### config.mk
export PLATFORM = sky130hd
export DESIGN_NAME = keyed_record_table_unit
export DESIGN_NICKNAME = d
export VERILOG_FILES = /design/src/rtl/krt_pkg.sv /design/src/rtl/krt_ctrl.sv /design/src/rtl/krt_datapath.sv /design/src/rtl/keyed_record_table_unit.sv
export SDC_FILE = /design/constraint.sdc
export NUM_CORES = 2
export LEC_CHECK = 0
export ABC_CLOCK_PERIOD_IN_PS = 8800
export BUFFER_PORTS_ARGS = -buffer_cell sky130_fd_sc_hd__buf_4
export CAP_MARGIN = 10
export CORE_UTILIZATION = 40
export CTS_CLUSTER_SIZE = 40
export DETAILED_ROUTE_END_ITERATION = 8
export PLACE_DENSITY = 0.6
export SETUP_SLACK_MARGIN = 0.5
export SLEW_MARGIN = 10
export SYNTH_ARGS = -nofsm -noshare
export SYNTH_HDL_FRONTEND = slang
export SYNTH_SLANG_ARGS = --single-unit
### constraint.sdc
create_clock -name i_clk -period 8.8 [get_ports i_clk]
set_input_delay 0.88 -clock i_clk [delete_from_list [all_inputs] [get_ports i_clk]]
set_output_delay 0.88 -clock i_clk [all_outputs]
set_load 0.01 [all_outputs]
### src/rtl/krt_pkg.sv
// Shared types, field layouts and limits of the keyed record table.
package krt_pkg;

    localparam int REQ_W      = 3;
    localparam int STATUS_W   = 3;
    localparam int KEY_W      = 14;
    localparam int PRICE_W    = 24;
    localparam int QTY_W      = 20;
    localparam int SLOT_W     = 6;
    localparam int ENTRIES_W  = 7;
    localparam int IN_DATA_W  = 112;
    localparam int OUT_DATA_W = 72;

    localparam logic [KEY_W-1:0]   KEY_MIN   = 14'd1;
    localparam logic [KEY_W-1:0]   KEY_MAX   = 14'd10000;
    localparam logic [PRICE_W-1:0] PRICE_MAX = 24'd10000000;
    localparam logic [QTY_W-1:0]   QTY_MAX   = 20'd1000000;

    typedef enum logic [REQ_W-1:0] {
        REQ_INSERT = 3'd0,
        REQ_LOOKUP = 3'd1,
        REQ_UPDATE = 3'd2,
        REQ_DELETE = 3'd3,
        REQ_RANGE  = 3'd4
    } t_req;

    typedef enum logic [STATUS_W-1:0] {
        ST_OK         = 3'd0,
        ST_NOT_FOUND  = 3'd1,
        ST_DUP        = 3'd2,
        ST_RANGE      = 3'd3,
        ST_FULL       = 3'd4,
        ST_NONE       = 3'd5,
        ST_BAD_WINDOW = 3'd6
    } t_status;

    typedef struct packed {
        logic [5:0]         pad;
        logic [PRICE_W-1:0] window_high;
        logic [PRICE_W-1:0] window_low;
        logic [QTY_W-1:0]   quantity_in;
        logic [PRICE_W-1:0] price_cents;
        logic [KEY_W-1:0]   key;
    } t_in_data;

    typedef struct packed {
        logic                 pad;
        logic [ENTRIES_W-1:0] entries;
        logic [SLOT_W-1:0]    rec_slot;
        logic [QTY_W-1:0]     rec_quantity;
        logic [PRICE_W-1:0]   rec_price;
        logic [KEY_W-1:0]     rec_key;
    } t_out_data;

    typedef struct packed {
        logic [QTY_W-1:0]   quantity;
        logic [PRICE_W-1:0] price;
        logic [KEY_W-1:0]   key;
    } t_rec;

    typedef struct packed {
        logic load;
        logic scan;
        logic shift;
        logic finish;
    } t_cmd;

    typedef struct packed {
        logic needs_scan;
        logic key_hit;
        logic is_delete;
        logic scan_end;
        logic shift_end;
        logic out_free;
    } t_stat;

endpackage

### src/rtl/krt_ctrl.sv
// Request sequencer of the keyed record table.
module krt_ctrl
    import krt_pkg::*;
(
    input  logic  i_clk,
    input  logic  i_rst_n,
    input  logic  i_in_valid,
    output logic  o_in_ready,
    input  t_stat i_stat,
    output t_cmd  o_cmd
);

    typedef enum logic [3:0] {
        S_IDLE   = 4'b0001,
        S_SCAN   = 4'b0010,
        S_SHIFT  = 4'b0100,
        S_FINISH = 4'b1000
    } t_state;

    t_state r_state;
    t_state n_state;

    always_ff @(posedge i_clk) begin
        if (!i_rst_n) begin
            r_state <= S_IDLE;
        end else begin
            r_state <= n_state;
        end
    end

    always_comb begin
        n_state  = r_state;
        o_cmd    = '0;
        o_in_ready = 1'b0;
        unique case (r_state)
            S_IDLE: begin
                o_in_ready = 1'b1;
                if (i_in_valid) begin
                    o_cmd.load = 1'b1;
                    n_state    = i_stat.needs_scan ? S_SCAN : S_FINISH;
                end
            end
            S_SCAN: begin
                o_cmd.scan = 1'b1;
                if (i_stat.key_hit) begin
                    n_state = i_stat.is_delete ? S_SHIFT : S_FINISH;
                end else if (i_stat.scan_end) begin
                    n_state = S_FINISH;
                end
            end
            S_SHIFT: begin
                o_cmd.shift = 1'b1;
                if (i_stat.shift_end) begin
                    n_state = S_FINISH;
                end
            end
            S_FINISH: begin
                o_cmd.finish = 1'b1;
                if (i_stat.out_free) begin
                    n_state = S_IDLE;
                end
            end
            default: begin
                n_state = S_IDLE;
            end
        endcase
    end

endmodule

### src/rtl/krt_datapath.sv
// Record memory, scan and compaction pipeline, and result register.
module krt_datapath
    import krt_pkg::*;
#(
    parameter int DEPTH = 64,
    parameter int IW    = $clog2(DEPTH),
    parameter int CW    = $clog2(DEPTH + 1)
) (
    input  logic                  i_clk,
    input  logic                  i_rst_n,
    input  t_cmd                  i_cmd,
    output t_stat                 o_stat,
    input  logic [REQ_W-1:0]      i_in_req,
    input  logic [IN_DATA_W-1:0]  i_in_data,
    output logic                  o_out_valid,
    input  logic                  i_out_ready,
    output logic [STATUS_W-1:0]   o_out_status,
    output logic [OUT_DATA_W-1:0] o_out_data,
    output logic                  o_out_last
);

    t_rec r_mem [DEPTH];

    logic [CW-1:0] r_cnt;
    t_req          r_type;
    t_in_data      r_req;
    logic [CW-1:0] r_ptr;
    logic          r_rd_vld;
    logic [IW-1:0] r_rd_slot;
    t_rec          r_rd_rec;
    logic          r_pend_vld;
    logic [IW-1:0] r_pend_slot;
    t_rec          r_pend_rec;
    logic          r_out_vld;
    t_status       r_out_status;
    t_out_data     r_out;
    logic          r_out_last;

    t_req     w_in_type;
    t_in_data w_in;
    logic     w_in_bad_window;
    logic     w_range_mode;
    logic     w_price_in;
    logic     w_match;
    logic     w_key_hit;
    logic     w_out_free;
    logic     w_stall;
    logic     w_more;
    logic     w_rd_issue;
    logic     w_emit;
    logic     w_take;
    logic     w_shift_wr;
    logic     w_fin;
    logic     w_wr_en;
    logic [IW-1:0] w_wr_addr;
    t_rec     w_wr_rec;

    t_status       f_status;
    t_rec          f_rec;
    logic [IW-1:0] f_slot;
    logic          f_has_rec;
    logic [CW-1:0] f_count;
    logic          f_wr;
    logic [IW-1:0] f_wr_addr;
    t_rec          f_wr_rec;

    assign w_in_type       = t_req'(i_in_req);
    assign w_in            = t_in_data'(i_in_data);
    assign w_in_bad_window = (w_in.window_high > PRICE_MAX) ||
                             (w_in.window_high < w_in.window_low);

    assign w_range_mode = (r_type == REQ_RANGE);
    assign w_price_in   = (r_rd_rec.price >= r_req.window_low) &&
                          (r_rd_rec.price <= r_req.window_high);
    assign w_match      = r_rd_vld &&
                          (w_range_mode ? w_price_in : (r_rd_rec.key == r_req.key));
    assign w_key_hit    = !w_range_mode && w_match;
    assign w_out_free   = !r_out_vld || i_out_ready;
    assign w_stall      = w_range_mode && w_match && r_pend_vld && !w_out_free;
    assign w_more       = (r_ptr < r_cnt);
    assign w_rd_issue   = (i_cmd.scan && !w_key_hit && !w_stall && w_more) ||
                          (i_cmd.shift && w_more);
    assign w_emit       = i_cmd.scan && w_range_mode && w_match && r_pend_vld && w_out_free;
    assign w_take       = i_cmd.scan && w_match && !w_stall;
    assign w_shift_wr   = i_cmd.shift && r_rd_vld;
    assign w_fin        = i_cmd.finish && w_out_free;

    always_comb begin
        o_stat            = '0;
        o_stat.needs_scan = (w_in_type == REQ_INSERT) || (w_in_type == REQ_LOOKUP) ||
                            (w_in_type == REQ_UPDATE) || (w_in_type == REQ_DELETE) ||
                            ((w_in_type == REQ_RANGE) && !w_in_bad_window);
        o_stat.key_hit    = w_key_hit;
        o_stat.is_delete  = (r_type == REQ_DELETE);
        o_stat.scan_end   = !w_stall && !w_key_hit && !w_more;
        o_stat.shift_end  = !w_more && !r_rd_vld;
        o_stat.out_free   = w_out_free;
    end

    always_comb begin
        f_status  = ST_RANGE;
        f_rec     = r_pend_rec;
        f_slot    = r_pend_slot;
        f_has_rec = 1'b0;
        f_count   = r_cnt;
        f_wr      = 1'b0;
        f_wr_addr = r_pend_slot;
        f_wr_rec  = r_pend_rec;
        case (r_type)
            REQ_INSERT: begin
                if ((r_req.key < KEY_MIN) || (r_req.key > KEY_MAX)) begin
                    f_status = ST_RANGE;
                end else if (r_pend_vld) begin
                    f_status = ST_DUP;
                end else if ((r_req.price_cents > PRICE_MAX) ||
                             (r_req.quantity_in > QTY_MAX)) begin
                    f_status = ST_RANGE;
                end else if (r_cnt == CW'(DEPTH)) begin
                    f_status = ST_FULL;
                end else begin
                    f_status       = ST_OK;
                    f_rec.key      = r_req.key;
                    f_rec.price    = r_req.price_cents;
                    f_rec.quantity = r_req.quantity_in;
                    f_slot         = r_cnt[IW-1:0];
                    f_has_rec      = 1'b1;
                    f_count        = CW'(r_cnt + 1'b1);
                    f_wr           = 1'b1;
                    f_wr_addr      = r_cnt[IW-1:0];
                    f_wr_rec       = f_rec;
                end
            end
            REQ_LOOKUP: begin
                f_status  = r_pend_vld ? ST_OK : ST_NOT_FOUND;
                f_has_rec = r_pend_vld;
            end
            REQ_UPDATE: begin
                f_has_rec = r_pend_vld;
                if (!r_pend_vld) begin
                    f_status = ST_NOT_FOUND;
                end else if (r_req.quantity_in > QTY_MAX) begin
                    f_status = ST_RANGE;
                end else begin
                    f_status          = ST_OK;
                    f_rec.quantity    = r_req.quantity_in;
                    f_wr              = 1'b1;
                    f_wr_rec          = f_rec;
                end
            end
            REQ_DELETE: begin
                f_has_rec = r_pend_vld;
                if (r_pend_vld) begin
                    f_status = ST_OK;
                    f_count  = CW'(r_cnt - 1'b1);
                end else begin
                    f_status = ST_NOT_FOUND;
                end
            end
            REQ_RANGE: begin
                f_has_rec = r_pend_vld && !((r_req.window_high > PRICE_MAX) ||
                                            (r_req.window_high < r_req.window_low));
                if ((r_req.window_high > PRICE_MAX) ||
                    (r_req.window_high < r_req.window_low)) begin
                    f_status = ST_BAD_WINDOW;
                end else if (r_pend_vld) begin
                    f_status = ST_OK;
                end else begin
                    f_status = ST_NONE;
                end
            end
            default: begin
                f_status = ST_RANGE;
            end
        endcase
    end

    assign w_wr_en   = w_shift_wr || (w_fin && f_wr);
    assign w_wr_addr = w_shift_wr ? IW'(r_rd_slot - 1'b1) : f_wr_addr;
    assign w_wr_rec  = w_shift_wr ? r_rd_rec : f_wr_rec;

    always_ff @(posedge i_clk) begin
        if (w_wr_en) begin
            r_mem[w_wr_addr] <= w_wr_rec;
        end
        if (w_rd_issue) begin
            r_rd_rec  <= r_mem[r_ptr[IW-1:0]];
            r_rd_slot <= r_ptr[IW-1:0];
        end
    end

    always_ff @(posedge i_clk) begin
        if (!i_rst_n) begin
            r_cnt      <= '0;
            r_rd_vld   <= 1'b0;
            r_pend_vld <= 1'b0;
            r_out_vld  <= 1'b0;
        end else begin
            if (i_cmd.load) begin
                r_rd_vld   <= 1'b0;
                r_pend_vld <= 1'b0;
            end else begin
                r_rd_vld <= w_rd_issue || w_stall;
                if (w_take) begin
                    r_pend_vld <= 1'b1;
                end
            end
            if (w_fin) begin
                r_cnt <= f_count;
            end
            if (w_emit || w_fin) begin
                r_out_vld <= 1'b1;
            end else if (i_out_ready) begin
                r_out_vld <= 1'b0;
            end
        end
    end

    always_ff @(posedge i_clk) begin
        if (i_cmd.load) begin
            r_type <= w_in_type;
            r_req  <= w_in;
            r_ptr  <= '0;
        end else if (w_rd_issue) begin
            r_ptr <= CW'(r_ptr + 1'b1);
        end
        if (w_take) begin
            r_pend_slot <= r_rd_slot;
            r_pend_rec  <= r_rd_rec;
        end
        if (w_emit) begin
            r_out_status       <= ST_OK;
            r_out_last         <= 1'b0;
            r_out.pad          <= 1'b0;
            r_out.entries      <= ENTRIES_W'(r_cnt);
            r_out.rec_slot     <= SLOT_W'(r_pend_slot);
            r_out.rec_quantity <= r_pend_rec.quantity;
            r_out.rec_price    <= r_pend_rec.price;
            r_out.rec_key      <= r_pend_rec.key;
        end else if (w_fin) begin
            r_out_status       <= f_status;
            r_out_last         <= 1'b1;
            r_out.pad          <= 1'b0;
            r_out.entries      <= ENTRIES_W'(f_count);
            r_out.rec_slot     <= f_has_rec ? SLOT_W'(f_slot) : '0;
            r_out.rec_quantity <= f_has_rec ? f_rec.quantity : '0;
            r_out.rec_price    <= f_has_rec ? f_rec.price : '0;
            r_out.rec_key      <= f_has_rec ? f_rec.key : '0;
        end
    end

    assign o_out_valid  = r_out_vld;
    assign o_out_status = r_out_status;
    assign o_out_data   = r_out;
    assign o_out_last   = r_out_last;

endmodule

### src/rtl/keyed_record_table_unit.sv
// Top level of the keyed record table: linear-search record store with compaction.
//
//  channel  direction  ports                         transaction
//  s_axis   in         tvalid tready tdata tuser     one request
//  m_axis   out        tvalid tready tdata tuser     one result, tlast on the final one
//
//  A request walks the table through a single memory read port, one record a cycle
//  unless a range search is stalled at a match: lookup, update and insert stop at
//  the hit slot (every entry on a miss), a price range search reads every entry,
//  a delete finds its key, then shifts every later record down one slot. Bad windows
//  and unknown request codes skip the walk. A stalled result stalls a range search at
//  its next match; other requests wait only at their final result. Reset empties the table.
module keyed_record_table_unit
    import krt_pkg::*;
#(
    parameter int DEPTH = 64
) (
    input  logic                  i_clk,
    input  logic                  i_rst_n,
    input  logic                  s_axis_tvalid,
    output logic                  s_axis_tready,
    // key[13:0], price_cents[37:14], quantity_in[57:38], window_low[81:58],
    // window_high[105:82], zero[111:106]
    input  logic [IN_DATA_W-1:0]  s_axis_tdata,
    // req_type[2:0]
    input  logic [REQ_W-1:0]      s_axis_tuser,
    output logic                  m_axis_tvalid,
    input  logic                  m_axis_tready,
    // rec_key[13:0], rec_price[37:14], rec_quantity[57:38], rec_slot[63:58],
    // entries[70:64], zero[71]
    output logic [OUT_DATA_W-1:0] m_axis_tdata,
    // status[2:0]
    output logic [STATUS_W-1:0]   m_axis_tuser,
    output logic                  m_axis_tlast
);

    t_cmd  w_cmd;
    t_stat w_stat;

    krt_ctrl u_ctrl (
        .i_clk      (i_clk),
        .i_rst_n    (i_rst_n),
        .i_in_valid (s_axis_tvalid),
        .o_in_ready (s_axis_tready),
        .i_stat     (w_stat),
        .o_cmd      (w_cmd)
    );

    krt_datapath #(
        .DEPTH (DEPTH)
    ) u_datapath (
        .i_clk        (i_clk),
        .i_rst_n      (i_rst_n),
        .i_cmd        (w_cmd),
        .o_stat       (w_stat),
        .i_in_req     (s_axis_tuser),
        .i_in_data    (s_axis_tdata),
        .o_out_valid  (m_axis_tvalid),
        .i_out_ready  (m_axis_tready),
        .o_out_status (m_axis_tuser),
        .o_out_data   (m_axis_tdata),
        .o_out_last   (m_axis_tlast)
    );

endmodule

==> flow_summary.json <==
{
  "status": "finished clean",
  "cts_tree": "done",
  "syn-num-nets": 6796,
  "cp_top_family": "simple AND/OR/NAND/NOR gates",
  "netlist_area_sq_um": 157000,
  "grt_pass1_vias": 74500,
  "path_max_fanout": 35,
  "postRouteAntennaNets": 0,
  "hp-class": "primary input to flop",
  "setup_viol": 0,
  "synth_area_leaders": "edfxtp_1 77%, mux4_2 18%, ha_1 0.83%",
  "numCtsBuffers": 397,
  "io_pins": 197,
  "period_share_pct": 66.3,
  "antenna_found_initial": 17,
  "pwr_density_cell_nw_per_um2": 215,
  "clock-root-buffer": "clkbuf_16",
  "fmax_ghz": 0.171,
  "gr-usage-all-layers_pct": 21.2,
  "crit_slowest_cell": "buf_4",
  "yosysMostFrequentCell": "edfxtp_1",
  "slew-limit-headroom_pct": 15.8,
  "synth_ff_type": "edfxtp_1",
  "hold_viol": 0,
  "fin_tns_setup_ns": 0,
  "cp.arrival_ns": 6.33,
  "grt_pass1_wl_um": 585000,
  "cts_buffer_depth": 4,
  "clock-sinks": 4045,
  "tightestPinTransition_ns": 1.26,
  "layout.nets": 7310,
  "path_clk_slew_ns": 0.06,
  "r2r-start": "u_datapath.r_req[25]",
  "yosys.area.top_type_share_pct": 77.1,
  "peakVddDrop_v": 0.000163,
  "async_flop_share_pct": 0,
  "cp-start-kind": "flop",
  "syn_to_final_growth_pct": 14.7,
  "cts_setup_buffers": 0,
  "syn_avg_cell_area_sq_um": 23.8,
  "gp_congestion": 0.873,
  "core-area_sq_um": 389000,
  "max_stage_delay_ns": 0.87,
  "drt_pass1_iterations": 6,
  "grt_max_degree": 143,
  "rsz0062_at_grt": "no",
  "r2r_end": "u_datapath.r_mem[31][31]",
  "yosysTopAreaCell": "edfxtp_1",
  "dieArea_sq_um": 394000,
  "ctsHtreeMaxLevel": 5,
  "reg2reg_slack_ns": 2.96,
  "path_class": "flop to flop",
  "report.final.slew_viol_count": 0,
  "drive_above_1_share_pct": 32.0,
  "reg2reg_depth": 10,
  "cap_violations": 0,
  "post_cts_resized": 0,
  "vias": 74800,
  "grt_overflow": 0,
  "ys_ff_latch": 4045,
  "hold_buffers": 0,
  "worstHoldEndpoint": "u_datapath.r_req[25]",
  "wl_per_cell_um": 33.6,
  "dpl.hpwl_um": 226000,
  "synth_edf_count": 4020,
  "die_h_um": 628,
  "crit_buf_inv": 2,
  "holdPathStages": 1,
  "fin_skew_ns": 0.0732,
  "portBuffers": 189,
  "drc": 0,
  "via_per_inst": 5.93,
  "dp.cells": 11900,
  "critPathCaptureType": "flop",
  "crit_chain": "nor4_1, nand3_1, o22ai_1, o211ai_2, nor2_1, a21o_1, nand3_1, nor3_2, buf_4, buf_4",
  "cp.required_ns": 9.29,
  "wirelength_um": 423000,
  "holdCritStartpoint": "s_axis_tdata[25]",
  "yosysSeqAreaShare_pct": 77.4,
  "fp-row-count": 229,
  "ys_warn_count": 0,
  "leakagePower_nw": 53.7,
  "postSynthCellCount": 6573,
  "stdcell_count": 12600,
  "power.total_w": 0.0386,
  "drt-initial-drc-count": 9900,
  "die_x_um": 628,
  "fin_crit_ns": 5.84,
  "synth.distinct_cells": 75,
  "insertion_delay_ns": 0.93,
  "synth_common_cells": "4020 x edfxtp_1, 1218 x mux4_2, 177 x clkbuf_1",
  "initial_core_util_pct": 40.2
}
==> worst max-delay path by stage <==
stage                    startpoint                        to  slack (ns)  cells past startpoint
2_1_floorplan   u_datapath.r_req[2]   u_datapath.r_mem[27][0]        2.11                      8
3_3_place_gp   u_datapath.r_req[25]  u_datapath.r_mem[30][34]        2.87                     10
4_1_cts        u_datapath.r_req[25]  u_datapath.r_mem[31][31]        2.84                     10
5_1_grt        u_datapath.r_req[25]  u_datapath.r_mem[31][23]        2.75                     10
6_report       u_datapath.r_req[25]  u_datapath.r_mem[31][31]        2.96                     10
3_5_place_dp   u_datapath.r_req[25]  u_datapath.r_mem[31][34]        2.90                     10
==> per-layer routing <==
layer	vias up	global-route usage (%)	part of all wire, %
met5	-	0	0.0090
met4	6	5.72	2.7
met3	573	4.21	8.9
met2	3582	34.3	48
met1	41200	29.6	40
li1	29400	-	-
==> where the power goes <==
group          internal, W  switching (W)
Clock              0.00964        0.00716
Sequential          0.0211      0.0000746
Combinational     0.000201       0.000430
==> cell usage in the layout, fill, tap and decap left out, drive strengths merged, types with 7 or more instances in the layout <==
master | synthesis | final
nand2 | 119 | 119
ha | 104 | 104
dfxtp | 25 | 25
a21oi | 53 | 53
a22o | 66 | 66
or3 | 7 | 7
clkinvlp | 0 | 15
a31oi | 10 | 10
nor4 | 13 | 13
nand3 | 25 | 25
clkinv | 2 | 167
xnor2 | 23 | 23
mux2i | 59 | 59
a21o | 9 | 9
edfxtp | 4020 | 4020
a211oi | 10 | 10
nand2b | 8 | 8
buf | 154 | 446
nor3 | 65 | 65
inv | 92 | 102
mux4 | 1218 | 1218
o21ai | 114 | 114
nand4 | 22 | 22
a2111oi | 7 | 7
nor2 | 67 | 67
clkbuf | 177 | 478
bufinv | 0 | 43
o211ai | 7 | 7
o31ai | 12 | 12
==> cells by family after synthesis <==
logic type      after synthesis  share of synthesized area (%)
compound gates              333                           1.45
xor+xnor                     25                          0.140
fa+ha+maj                   104                          0.831
buf+inv                     425                           1.19
flops                      4045                           77.4
mux                        1277                           17.9
other cells                   1                        0.00239
simple gates                363                           1.13
==> per-stage QoR <==
step | setup slack, ns | instance area, sq um | util [%] | hold slack (ns)
after floorplan | 2.11 | 157000 | - | 0.426
after global routing | 2.75 | 180000 | 46.1 | 0.102
after CTS | 2.84 | 179000 | 46.0 | 0.0742
after global placement | 2.87 | 166000 | 42.7 | 0.435
after detailed placement | 2.90 | 166000 | 42.7 | 0.435
final | 2.96 | 180000 | 46.1 | 0.145
==> worst reg2reg max path: stages, from the launching register on <==
cell and delay, ns:
edfxtp_1 0.51, nor4_1 0.65, nand3_1 0.21, o22ai_1 0.62, o211ai_2 0.45, nor2_1 0.26, a21o_1 0.24, nand3_1 0.58
nor3_2 0.38, buf_4 0.53, buf_4 0.88
==> sequential cells by signal, indices dropped and copies added (netlist names), 4 cells and up <==
register,flops
u_datapath.o_out_data,71
u_datapath.r_rd_rec,58
u_datapath.r_pend_slot,6
u_datapath.r_req,106
u_datapath.r_cnt,7
u_datapath.r_rd_slot,6
u_datapath.r_pend_rec,58
u_datapath.r_ptr,7
u_ctrl.r_state,4
u_datapath.r_mem,3712
==> area by class of cell <==
cell class / instances / area [sq um]
Clock buffer: 478 / 10400
Sequential cell: 4045 / 121000
Timing Repair Buffer: 446 / 4220
Tap cell: 5197 / 6500
Inverter: 94 / 360
Multi-Input combinational cell: 2103 / 34600
Antenna cell: 6 / 15.0
Fill cell: 31700 / 210000
Clock inverter: 233 / 2320
Note: power is estimated with default switching activity, not from simulation.
